--- config.mk ---
export PLATFORM = sky130hd
export DESIGN_NAME = http_request_header_parser
export DESIGN_NICKNAME = d
export VERILOG_FILES = /design/src/hw/rtl/hrhp_pkg.sv /design/src/hw/rtl/hrhp_core.sv /design/src/hw/rtl/http_request_header_parser.sv
export VERILOG_INCLUDE_DIRS = /design/src /design/src/hw/rtl
export SDC_FILE = /design/constraint.sdc
export NUM_CORES = 1
export LEC_CHECK = 0
export BUFFER_PORTS_ARGS = -buffer_cell sky130_fd_sc_hd__buf_4
export CAP_MARGIN = 40
export CORE_MARGIN = 5
export CORE_UTILIZATION = 48
export DETAILED_ROUTE_END_ITERATION = 8
export GPL_ROUTABILITY_DRIVEN = 0
export SLEW_MARGIN = 20
export SYNTH_ARGS = -nofsm -noshare
export SYNTH_HDL_FRONTEND = slang
export SYNTH_HIERARCHICAL = 1
export SYNTH_SLANG_ARGS = --single-unit
export TNS_END_PERCENT = 100
--- constraint.sdc ---
create_clock -name clk_i -period 8.3 [get_ports clk_i]
set_input_delay 0.415 -clock clk_i [delete_from_list [all_inputs] [get_ports clk_i]]
set_output_delay 0.415 -clock clk_i [all_outputs]
set_load 0.1 [all_outputs]
--- src/hw/rtl/http_request_header_parser_macros.svh ---
// Assertion macros for the request header parser.
`ifndef HTTP_REQUEST_HEADER_PARSER_MACROS_SVH
`define HTTP_REQUEST_HEADER_PARSER_MACROS_SVH

// Property that must hold at every clock edge outside reset.
`define HRHP_ASSERT(lbl, prop, msg) \
  lbl: assert property (@(posedge clk_i) disable iff (!rst_ni) (prop)) else $error(msg);

// Implication whose consequent is checked in the cycle after the antecedent.
`define HRHP_ASSERT_NEXT(lbl, ante, cons, msg) \
  lbl: assert property (@(posedge clk_i) disable iff (!rst_ni) (ante) |=> (cons)) \
    else $error(msg);

`endif

--- src/hw/rtl/hrhp_pkg.sv ---
// ----------------------------------------------------------------------------
// hrhp_pkg
// Types, character codes and match tables for the request header parser.
// ----------------------------------------------------------------------------
package hrhp_pkg;

  typedef enum logic [5:0] {
    PH_LINE  = 6'b000001,
    PH_NAME  = 6'b000010,
    PH_VALUE = 6'b000100,
    PH_BODY  = 6'b001000,
    PH_DONE  = 6'b010000,
    PH_ERROR = 6'b100000
  } phase_e;

  typedef enum logic [3:0] {
    DIG_NONE  = 4'b0001,
    DIG_RUN   = 4'b0010,
    DIG_TRAIL = 4'b0100,
    DIG_BAD   = 4'b1000
  } digit_e;

  localparam logic [2:0] ROLE_DELIM  = 3'd0;
  localparam logic [2:0] ROLE_METHOD = 3'd1;
  localparam logic [2:0] ROLE_REST   = 3'd2;
  localparam logic [2:0] ROLE_NAME   = 3'd3;
  localparam logic [2:0] ROLE_VALUE  = 3'd4;
  localparam logic [2:0] ROLE_BODY   = 3'd5;
  localparam logic [2:0] ROLE_IGNORE = 3'd6;

  localparam logic [7:0] CH_TAB   = 8'h09;
  localparam logic [7:0] CH_LF    = 8'h0A;
  localparam logic [7:0] CH_CR    = 8'h0D;
  localparam logic [7:0] CH_SP    = 8'h20;
  localparam logic [7:0] CH_ZERO  = 8'h30;
  localparam logic [7:0] CH_NINE  = 8'h39;
  localparam logic [7:0] CH_COLON = 8'h3A;

  localparam logic [2:0] METHOD_LEN = 3'd4;
  localparam logic [3:0] NAME_LEN   = 4'd14;

  typedef struct packed {
    phase_e     phase;
    logic       cr_seen;
    logic       line_start;
    logic       lead_done;
    logic       pend_sp;
    logic       inner_sp;
    logic [2:0] mpos;
    logic       mmatch;
    logic [3:0] npos;
    logic       nmatch;
    digit_e     digits;
    logic       err;
  } ctl_t;

  localparam ctl_t CTL_RESET = '{
    phase:      PH_LINE,
    cr_seen:    1'b0,
    line_start: 1'b1,
    lead_done:  1'b0,
    pend_sp:    1'b0,
    inner_sp:   1'b0,
    mpos:       3'd0,
    mmatch:     1'b1,
    npos:       4'd0,
    nmatch:     1'b1,
    digits:     DIG_NONE,
    err:        1'b0
  };

  typedef struct packed {
    ctl_t       ctl;
    logic [2:0] role;
    logic       fend;
  } feed_t;

  typedef struct packed {
    logic [7:0]  echo;
    logic [2:0]  role;
    logic        fend;
    logic        hdone;
    logic        rdone;
    logic        post;
    logic [31:0] clen;
    logic        err;
  } result_t;

  function automatic logic [7:0] post_char(input logic [1:0] idx);
    logic [7:0] ch;
    case (idx)
      2'd0:    ch = 8'h50;
      2'd1:    ch = 8'h4F;
      2'd2:    ch = 8'h53;
      default: ch = 8'h54;
    endcase
    return ch;
  endfunction

  function automatic logic [7:0] clen_char(input logic [3:0] idx);
    logic [7:0] ch;
    case (idx)
      4'd0:    ch = 8'h43;
      4'd1:    ch = 8'h6F;
      4'd2:    ch = 8'h6E;
      4'd3:    ch = 8'h74;
      4'd4:    ch = 8'h65;
      4'd5:    ch = 8'h6E;
      4'd6:    ch = 8'h74;
      4'd7:    ch = 8'h2D;
      4'd8:    ch = 8'h4C;
      4'd9:    ch = 8'h65;
      4'd10:   ch = 8'h6E;
      4'd11:   ch = 8'h67;
      4'd12:   ch = 8'h74;
      4'd13:   ch = 8'h68;
      default: ch = 8'h00;
    endcase
    return ch;
  endfunction

  function automatic logic post_now(input ctl_t s);
    return !s.err && s.mmatch && (s.mpos == METHOD_LEN) && (s.pend_sp || s.inner_sp);
  endfunction

endpackage

--- src/hw/rtl/hrhp_core.sv ---
// ----------------------------------------------------------------------------
// hrhp_core
// Parser state and the per-word update: line framing, method and name
// matching, decimal length parse and body count.
// ----------------------------------------------------------------------------
module hrhp_core import hrhp_pkg::*; #(
  parameter int LENGTH_BITS = 32
) (
  input  logic       clk_i,
  input  logic       rst_ni,
  input  logic       adv_i,
  input  logic [7:0] byte_i,
  output result_t    res_o
);

  localparam int LB = LENGTH_BITS;

  ctl_t          ctl_q, ctl_d;
  logic [LB-1:0] acc_q, acc_d;
  logic [LB-1:0] lv_q, lv_d;
  logic [LB-1:0] bc_q, bc_d;

  function automatic feed_t feed(input ctl_t si, input logic [LB-1:0] ai,
                                 input logic [7:0] c, output logic [LB-1:0] ao);
    feed_t         f;
    logic          ws;
    logic          dig;
    logic [LB+3:0] prod;
    f.ctl  = si;
    f.role = ROLE_DELIM;
    f.fend = 1'b0;
    ao     = ai;
    ws     = c inside {CH_SP, CH_TAB};
    dig    = c inside {[CH_ZERO:CH_NINE]};
    prod   = ({4'b0, ai} << 3) + ({4'b0, ai} << 1) + {{LB{1'b0}}, c[3:0]};
    case (si.phase)
      PH_LINE: begin
        if (!si.lead_done || (!si.pend_sp && !si.inner_sp)) begin
          if (ws) begin
            if (si.lead_done) begin
              f.ctl.pend_sp = 1'b1;
              f.fend        = 1'b1;
            end
          end else begin
            f.ctl.lead_done = 1'b1;
            if ((si.mpos >= METHOD_LEN) || (post_char(si.mpos[1:0]) != c)) begin
              f.ctl.mmatch = 1'b0;
            end
            if (si.mpos != 3'd7) begin
              f.ctl.mpos = si.mpos + 3'd1;
            end
            f.role = ROLE_METHOD;
          end
        end else if (!ws) begin
          f.ctl.inner_sp = 1'b1;
          f.role         = ROLE_REST;
        end
      end
      PH_NAME: begin
        f.ctl.line_start = 1'b0;
        if (c == CH_COLON) begin
          f.ctl.phase  = PH_VALUE;
          f.ctl.digits = DIG_NONE;
          ao           = '0;
          f.fend       = 1'b1;
        end else begin
          if ((si.npos >= NAME_LEN) || (clen_char(si.npos) != c)) begin
            f.ctl.nmatch = 1'b0;
          end
          if (si.npos != 4'd15) begin
            f.ctl.npos = si.npos + 4'd1;
          end
          f.role = ROLE_NAME;
        end
      end
      default: begin
        f.role = ROLE_VALUE;
        case (si.digits)
          DIG_NONE: begin
            if (dig) begin
              f.ctl.digits = DIG_RUN;
              ao           = LB'(c[3:0]);
            end else if (!ws) begin
              f.ctl.digits = DIG_BAD;
            end
          end
          DIG_RUN: begin
            if (dig) begin
              ao = (prod[LB+3:LB] != 4'd0) ? {LB{1'b1}} : prod[LB-1:0];
            end else if (ws) begin
              f.ctl.digits = DIG_TRAIL;
            end else begin
              f.ctl.digits = DIG_BAD;
            end
          end
          DIG_TRAIL: begin
            if (!ws) begin
              f.ctl.digits = DIG_BAD;
            end
          end
          default: ;
        endcase
      end
    endcase
    return f;
  endfunction

  feed_t         f_cr, f_by;
  logic [LB-1:0] acc_cr, acc_by;
  logic [LB:0]   bc_inc;

  always_comb begin
    f_cr   = feed(ctl_q, acc_q, CH_CR, acc_cr);
    f_by   = feed(ctl_q.cr_seen ? f_cr.ctl : ctl_q, ctl_q.cr_seen ? acc_cr : acc_q,
                  byte_i, acc_by);
    bc_inc = {1'b0, bc_q} + {{LB{1'b0}}, 1'b1};

    ctl_d       = ctl_q;
    acc_d       = acc_q;
    lv_d        = lv_q;
    bc_d        = bc_q;
    res_o       = '0;
    res_o.echo  = byte_i;
    res_o.role  = ROLE_DELIM;

    case (ctl_q.phase)
      PH_LINE, PH_NAME, PH_VALUE: begin
        if (byte_i == CH_CR) begin
          if (ctl_q.cr_seen) begin
            ctl_d = f_cr.ctl;
            acc_d = acc_cr;
          end
          ctl_d.cr_seen = 1'b1;
        end else if ((byte_i == CH_LF) && ctl_q.cr_seen) begin
          ctl_d.cr_seen = 1'b0;
          case (ctl_q.phase)
            PH_LINE: begin
              if (ctl_q.lead_done && !ctl_q.pend_sp && !ctl_q.inner_sp) begin
                res_o.fend = 1'b1;
              end
              if (!ctl_q.inner_sp) begin
                ctl_d.err   = 1'b1;
                ctl_d.phase = PH_ERROR;
              end else begin
                ctl_d.phase      = PH_NAME;
                ctl_d.npos       = '0;
                ctl_d.nmatch     = 1'b1;
                ctl_d.line_start = 1'b1;
                ctl_d.digits     = DIG_NONE;
                acc_d            = '0;
              end
            end
            PH_NAME: begin
              if (ctl_q.line_start) begin
                res_o.hdone = 1'b1;
                bc_d        = '0;
                ctl_d.phase = (post_now(ctl_q) && (lv_q != '0)) ? PH_BODY : PH_DONE;
              end else begin
                ctl_d.npos       = '0;
                ctl_d.nmatch     = 1'b1;
                ctl_d.line_start = 1'b1;
                ctl_d.digits     = DIG_NONE;
                acc_d            = '0;
              end
            end
            default: begin
              if (ctl_q.nmatch && (ctl_q.npos == NAME_LEN)) begin
                lv_d = (ctl_q.digits inside {DIG_RUN, DIG_TRAIL}) ? acc_q : '0;
              end
              res_o.fend       = 1'b1;
              ctl_d.phase      = PH_NAME;
              ctl_d.npos       = '0;
              ctl_d.nmatch     = 1'b1;
              ctl_d.line_start = 1'b1;
              ctl_d.digits     = DIG_NONE;
              acc_d            = '0;
            end
          endcase
        end else begin
          ctl_d         = f_by.ctl;
          acc_d         = acc_by;
          ctl_d.cr_seen = 1'b0;
          res_o.role    = f_by.role;
          res_o.fend    = f_by.fend;
        end
      end
      PH_BODY: begin
        res_o.role = ROLE_BODY;
        bc_d       = bc_inc[LB-1:0];
        if (bc_inc >= {1'b0, lv_q}) begin
          res_o.fend  = 1'b1;
          ctl_d.phase = PH_DONE;
        end
      end
      default: begin
        res_o.role = ROLE_IGNORE;
      end
    endcase

    res_o.rdone = (ctl_d.phase == PH_DONE);
    res_o.post  = post_now(ctl_d);
    res_o.clen  = 32'(lv_d);
    res_o.err   = ctl_d.err;
  end

  always_ff @(posedge clk_i or negedge rst_ni) begin
    if (!rst_ni) begin
      ctl_q <= CTL_RESET;
      acc_q <= '0;
      lv_q  <= '0;
      bc_q  <= '0;
    end else if (adv_i) begin
      ctl_q <= ctl_d;
      acc_q <= acc_d;
      lv_q  <= lv_d;
      bc_q  <= bc_d;
    end
  end

endmodule

--- src/hw/rtl/http_request_header_parser.sv ---
// ----------------------------------------------------------------------------
// http_request_header_parser
// Byte-wide HTTP request parser: tags each word and reports header status.
// ----------------------------------------------------------------------------
// Input channel: in_valid_i / in_stall_o carry one request byte per word.
// Output channel: out_valid_o / out_stall_i carry one result word per input
// word: the byte echoed, its role, field end, headers done, request done,
// POST flag, parsed Content-Length and parse error.
// A word passes an input register and then a result register; out_valid_o
// rises when the result register takes it. One word is taken every cycle
// while the receiver does not stall, as set by the combinational parser
// update between them (state compare plus a shift-add by ten on the length).
// While the receiver stalls, the result register holds and the input
// register still takes one more word; in_stall_o rises once both are full.
// Reset clears both registers' valid flags and returns the parser to the
// start of a request line; after a completed request or a parse error every
// byte is tagged ignored until the next reset.
// ----------------------------------------------------------------------------
`include "http_request_header_parser_macros.svh"

module http_request_header_parser import hrhp_pkg::*; #(
  parameter int LENGTH_BITS = 32
) (
  input  logic        clk_i,
  input  logic        rst_ni,
  input  logic        in_valid_i,
  output logic        in_stall_o,
  input  logic [7:0]  data_byte_i,
  output logic        out_valid_o,
  input  logic        out_stall_i,
  output logic [7:0]  byte_echo_o,
  output logic [2:0]  byte_role_o,
  output logic        field_end_o,
  output logic        headers_done_o,
  output logic        request_done_o,
  output logic        is_post_o,
  output logic [31:0] content_length_o,
  output logic        parse_error_o
);

  logic       in_vld_q;
  logic [7:0] in_byte_q;
  logic       out_vld_q;
  result_t    res_q, res;
  logic       out_free, move;

  assign out_free   = !out_vld_q || !out_stall_i;
  assign move       = in_vld_q && out_free;
  assign in_stall_o = in_vld_q && !out_free;

  hrhp_core #(
    .LENGTH_BITS(LENGTH_BITS)
  ) u_core (
    .clk_i  (clk_i),
    .rst_ni (rst_ni),
    .adv_i  (move),
    .byte_i (in_byte_q),
    .res_o  (res)
  );

  always_ff @(posedge clk_i or negedge rst_ni) begin
    if (!rst_ni) begin
      in_vld_q  <= 1'b0;
      out_vld_q <= 1'b0;
    end else begin
      if (in_valid_i && !in_stall_o) begin
        in_vld_q <= 1'b1;
      end else if (move) begin
        in_vld_q <= 1'b0;
      end
      if (out_free) begin
        out_vld_q <= in_vld_q;
      end
    end
  end

  always_ff @(posedge clk_i) begin
    if (in_valid_i && !in_stall_o) begin
      in_byte_q <= data_byte_i;
    end
    if (move) begin
      res_q <= res;
    end
  end

  assign out_valid_o      = out_vld_q;
  assign byte_echo_o      = res_q.echo;
  assign byte_role_o      = res_q.role;
  assign field_end_o      = res_q.fend;
  assign headers_done_o   = res_q.hdone;
  assign request_done_o   = res_q.rdone;
  assign is_post_o        = res_q.post;
  assign content_length_o = res_q.clen;
  assign parse_error_o    = res_q.err;

  `HRHP_ASSERT(a_done_err_excl, !(out_valid_o && request_done_o && parse_error_o), "done, error")
  `HRHP_ASSERT(a_hdone_delim, !(out_valid_o && headers_done_o) || byte_role_o == ROLE_DELIM, "hdone")
  `HRHP_ASSERT(a_post_no_err, !(out_valid_o && is_post_o && parse_error_o), "post with error")
  `HRHP_ASSERT_NEXT(a_stall_hold, in_stall_o, out_valid_o && in_vld_q, "stall lost word")

endmodule

==> results_dict.tcl <==
set metrics [dict create \
    critPathBufInv 0 \
    cpLargestDelayFamily "compound AO/OA/AOI/OAI gates" \
    holdWs_ps 155 \
    area_fraction_of_the_dominant_cell_type_after_synthesis_pct 23.6 \
    final_hold_viol_count 0 \
    gr-usage-all-layers_pct 22.9 \
    cts_tree "yes" \
    final_max_slew_viol_count 0 \
    port_buffers 61 \
    mappedNetlistArea_um2 12500 \
    max_cap_viol_count 0 \
    cpPeakStageDelay_ps 610 \
    grt_start_max_net_pins 90 \
    postSynth.asyncResetShare_pct 68.7 \
    timing.critical_path.required_ps 8620 \
    post_synth_xor_area_fraction_pct 4.84 \
    clock_skew_ps 12.8 \
    vias_per_cell 5.91 \
    netlist-cell-type-count 93 \
    ioPinCount 62 \
    max_freq_mhz 237 \
    netlist.top_cell.by_area "sky130_fd_sc_hd__dfrtp_1" \
    final_layout_size_suffix_gt1_share_pct 11.0 \
    antenna_violations_before_repair 0 \
    post_synthesis_mux_area_share_pct 1.21 \
    clock_sinks 179 \
    r2r_slack_ps 4090 \
    powerDensity_nw_per_um2 191 \
    worstMarginPinSlew_ps 646 \
    areaGrowthSynthToFinish_pct 10.1 \
    drt_first_pass_iters 6 \
    cp_num_cells 12 \
    max-slew-margin-rel_pct 56.4 \
    drt-initial-drc-count 1095 \
    crit_path_top_delay_cell "sky130_fd_sc_hd__edfxtp_1" \
    shortest_period_the_worst_path_allows_ps 4210 \
    number_of_enable_type_register_cells_in_the_synthesized_netlist 56 \
    dp_worst_setup_slack_ps 4220 \
    synthesis.nets 1525 \
    cp_max_fo 13 \
    peakVddDrop_v 0.000121 \
    route.final.wire_length_um 33100 \
    r2r_start "in_byte_q[2]" \
    ys_dominant_reg_cell "sky130_fd_sc_hd__dfrtp_1" \
    total_number_of_vias 10400 \
    chipWidth_um 171 \
    clockRootBuffer "sky130_fd_sc_hd__clkbuf_16" \
    initial_core_util_pct 48.3 \
    core_um2 25800 \
    synthSimpleGateAreaFrac_pct 19.4 \
    post_synthesis_sequential_area_ratio_pct 38.2 \
    reg2reg_depth 12 \
    remaining_drc_errors 0 \
    worstSetupStartpoint "in_byte_q[2]" \
    total_clock_buffers_created_by_cts 17 \
    report.final.setup_viol 0 \
    dominant_combinational_cell_family_by_area_after_synthesis "compound AO/OA/AOI/OAI gates" \
    critical_path_arrival_ps 4530 \
    endpoint "u_core/acc_cr[3]" \
    clock_latency_ps 440 \
    r2r_end "u_core/acc_cr[3]" \
    synth_warnings 6 \
    most_area_consuming_cells_after_synthesis "sky130_fd_sc_hd__dfrtp_1 (24%), sky130_fd_sc_hd__edfxtp_1 (13%), sky130_fd_sc_hd__ha_1 (11%)" \
    grt_setup_unrepaired "no" \
    std_cell_rows 59 \
    globalRoute.totalOverflow 0 \
    area_of_the_die_um2 29300 \
    place.detailed.hpwl_um 24300 \
    worstSetupStartpointType "flop" \
    cts_resized 0 \
    global_route_wire_length_before_repair_um 53800 \
    clk_path_buf_depth 2 \
    clk_pin_slew_worst_paths_ps 70 \
    run_status "finished, final reports clean" \
    routedWlPerCell_um 18.8 \
    antenna_left 0 \
    leakage_nw 6.22 \
    post_synth_fa_ha_maj_area_fraction_pct 11.3 \
    synth_compound_gate_area_share_pct 20.6 \
    critical-path-top-cell-by-count "sky130_fd_sc_hd__ha_1" \
    timing.setup.tns_ps 0 \
    synthCells 1402 \
    period_share_pct 50.7 \
    timing.final.ws_setup_ps 4090 \
    class_of_the_tightest_hold_or_removal_check "in -> reg" \
    die_y_um 171 \
    crit_chain "ha_1 > ha_1 > fa_1 > a211oi_2 > o21ai_2 > o221a_4 > a21oi_1 > a2111oi_1 > a2111oi_4 > o2111ai_2 > or4_1 > a32o_1" \
    ys_ff_latch 179 \
    power_mw 2.63 \
    vias_in_the_first_global_route 9811 \
    critPathCaptureType "flop" \
    avgSynthCellArea_um2 8.91 \
    critPathKind "reg -> reg" \
    ctsHtreeMaxLevel 4 \
    insertedDiodeCount 0 \
    fin_nets 1541 \
]
==> cell usage after synthesis (18+ instances only) <==
cell type / number
sky130_fd_sc_hd__ha_1: 109
sky130_fd_sc_hd__nand3_1: 34
sky130_fd_sc_hd__and3_1: 21
sky130_fd_sc_hd__xnor2_1: 38
sky130_fd_sc_hd__o21ai_0: 114
sky130_fd_sc_hd__nand2_1: 226
sky130_fd_sc_hd__o21ai_1: 46
sky130_fd_sc_hd__a21oi_1: 64
sky130_fd_sc_hd__dfrtp_1: 118
sky130_fd_sc_hd__nor2_1: 73
sky130_fd_sc_hd__xor2_1: 31
sky130_fd_sc_hd__inv_1: 52
sky130_fd_sc_hd__o211ai_1: 18
sky130_fd_sc_hd__nor3_1: 23
sky130_fd_sc_hd__edfxtp_1: 56
sky130_fd_sc_hd__clkbuf_1: 43
sky130_fd_sc_hd__a21o_1: 18
sky130_fd_sc_hd__buf_2: 22
sky130_fd_sc_hd__nand4_1: 23
sky130_fd_sc_hd__a22oi_1: 24
==> worst reg2reg max path, delay by kind of cell, from the launching register on <==
family | cells | cell delay, ps
and+or+nand+nor | 1 | 480
adders and majority gates | 3 | 1090
DFF | 1 | 610
AOI/OAI and AO/OA | 8 | 1910
==> logic make-up (layout without fill, tap and decap cells) <==
family | after synthesis | count (layout)
and+or+nand+nor | 500 | 500
AOI/OAI and AO/OA | 397 | 397
DFF | 179 | 179
buffers and inverters | 131 | 160
adders and majority gates | 112 | 112
xor gates and xnor gates | 69 | 69
muxes | 14 | 14
==> where the power goes <==
group	switching (mW)	total (mW)	leakage (nW)	internal, mW
Sequential	0.0818	1.11	2.18	1.03
Combinational	0.523	0.723	3.76	0.200
Clock	0.382	0.796	0.275	0.415
==> final cells by class <==
cell class,count,area (um2)
inverters,53,199
fillers,2434,12100
well taps,335,419
clock inverters,12,110
flip-flops and latches,179,4770
multi-input cells,1092,7170
repair buffers,75,622
clock buffers,20,458
==> registers in the layout, indices dropped and copies added, names as in the netlist <==
| register | cells |
|---|---|
| u_core/ctl_q | 25 |
| out_valid_o | 1 |
| in_vld_q | 1 |
| u_core/lv_q | 32 |
| field_end_o | 1 |
| headers_done_o | 1 |
| parse_error_o | 1 |
| byte_role_o | 3 |
| u_core/acc_cr | 32 |
| request_done_o | 1 |
| byte_echo_o | 8 |
| is_post_o | 1 |
| u_core/bc_q | 32 |
| content_length_o | 32 |
| in_byte_q | 8 |
==> timing repair <==
action,4_1_cts,5_1_grt
endpoints found under the hold margin,0,2
setup buffers,0,0
hold buffers,0,1
==> worst min path at each step <==
stage	start	cells after the start	to	slack, ps
after floorplan	rst_ni	0	in_vld_q	120
after global placement	u_core/ctl_q[0]	1	u_core/ctl_q[0]	480
after detailed placement	u_core/ctl_q[0]	1	u_core/ctl_q[0]	480
after CTS	rst_ni	1	u_core/ctl_q[8]	50
after global routing	data_byte_i[4]	1	in_byte_q[4]	130
final	data_byte_i[4]	1	in_byte_q[4]	160
==> layout by cell type (no fill, tap or decap), types with 5 or more instances in the layout <==
cell type,n
sky130_fd_sc_hd__nand2_1,226
sky130_fd_sc_hd__dfrtp_1,118
sky130_fd_sc_hd__o21ai_0,114
sky130_fd_sc_hd__ha_1,109
sky130_fd_sc_hd__nor2_1,73
sky130_fd_sc_hd__buf_4,70
sky130_fd_sc_hd__a21oi_1,64
sky130_fd_sc_hd__edfxtp_1,56
sky130_fd_sc_hd__inv_1,52
sky130_fd_sc_hd__o21ai_1,46
sky130_fd_sc_hd__xnor2_1,38
sky130_fd_sc_hd__nand3_1,34
sky130_fd_sc_hd__xor2_1,31
sky130_fd_sc_hd__a22oi_1,24
sky130_fd_sc_hd__nand4_1,23
sky130_fd_sc_hd__nor3_1,22
sky130_fd_sc_hd__and3_1,21
sky130_fd_sc_hd__clkbuf_16,18
sky130_fd_sc_hd__a21o_1,18
sky130_fd_sc_hd__o211ai_1,18
sky130_fd_sc_hd__and2_1,13
sky130_fd_sc_hd__nand2b_1,13
sky130_fd_sc_hd__nor4_1,13
sky130_fd_sc_hd__o31ai_1,13
sky130_fd_sc_hd__a22o_1,13
sky130_fd_sc_hd__a31oi_1,12
sky130_fd_sc_hd__nor2b_1,11
sky130_fd_sc_hd__a211oi_1,8
sky130_fd_sc_hd__o21a_1,8
sky130_fd_sc_hd__mux2i_1,7
sky130_fd_sc_hd__mux2_2,6
sky130_fd_sc_hd__or2_2,6
sky130_fd_sc_hd__or3_1,5
sky130_fd_sc_hd__a221oi_1,5
sky130_fd_sc_hd__dfstp_2,5
==> metrics by stage <==
step,cell area [um2],util (%),instances
floorplan,12500,-,1402
global placement,13100,50.6,1729
detailed placement,13100,50.8,1731
CTS,13700,53.0,1763
global route,13700,53.2,1766
finish,13700,53.2,1766
==> layer usage <==
metal,GRT usage (%),part of all wire (%),vias to the layer above
li1,-,-,5119
met2,34.4,44,270
met4,3.38,0.87,0
met1,35.6,51,5028
met3,3.42,4.9,20
met5,0,0,-
Note: power is estimated with default switching activity, not from simulation.
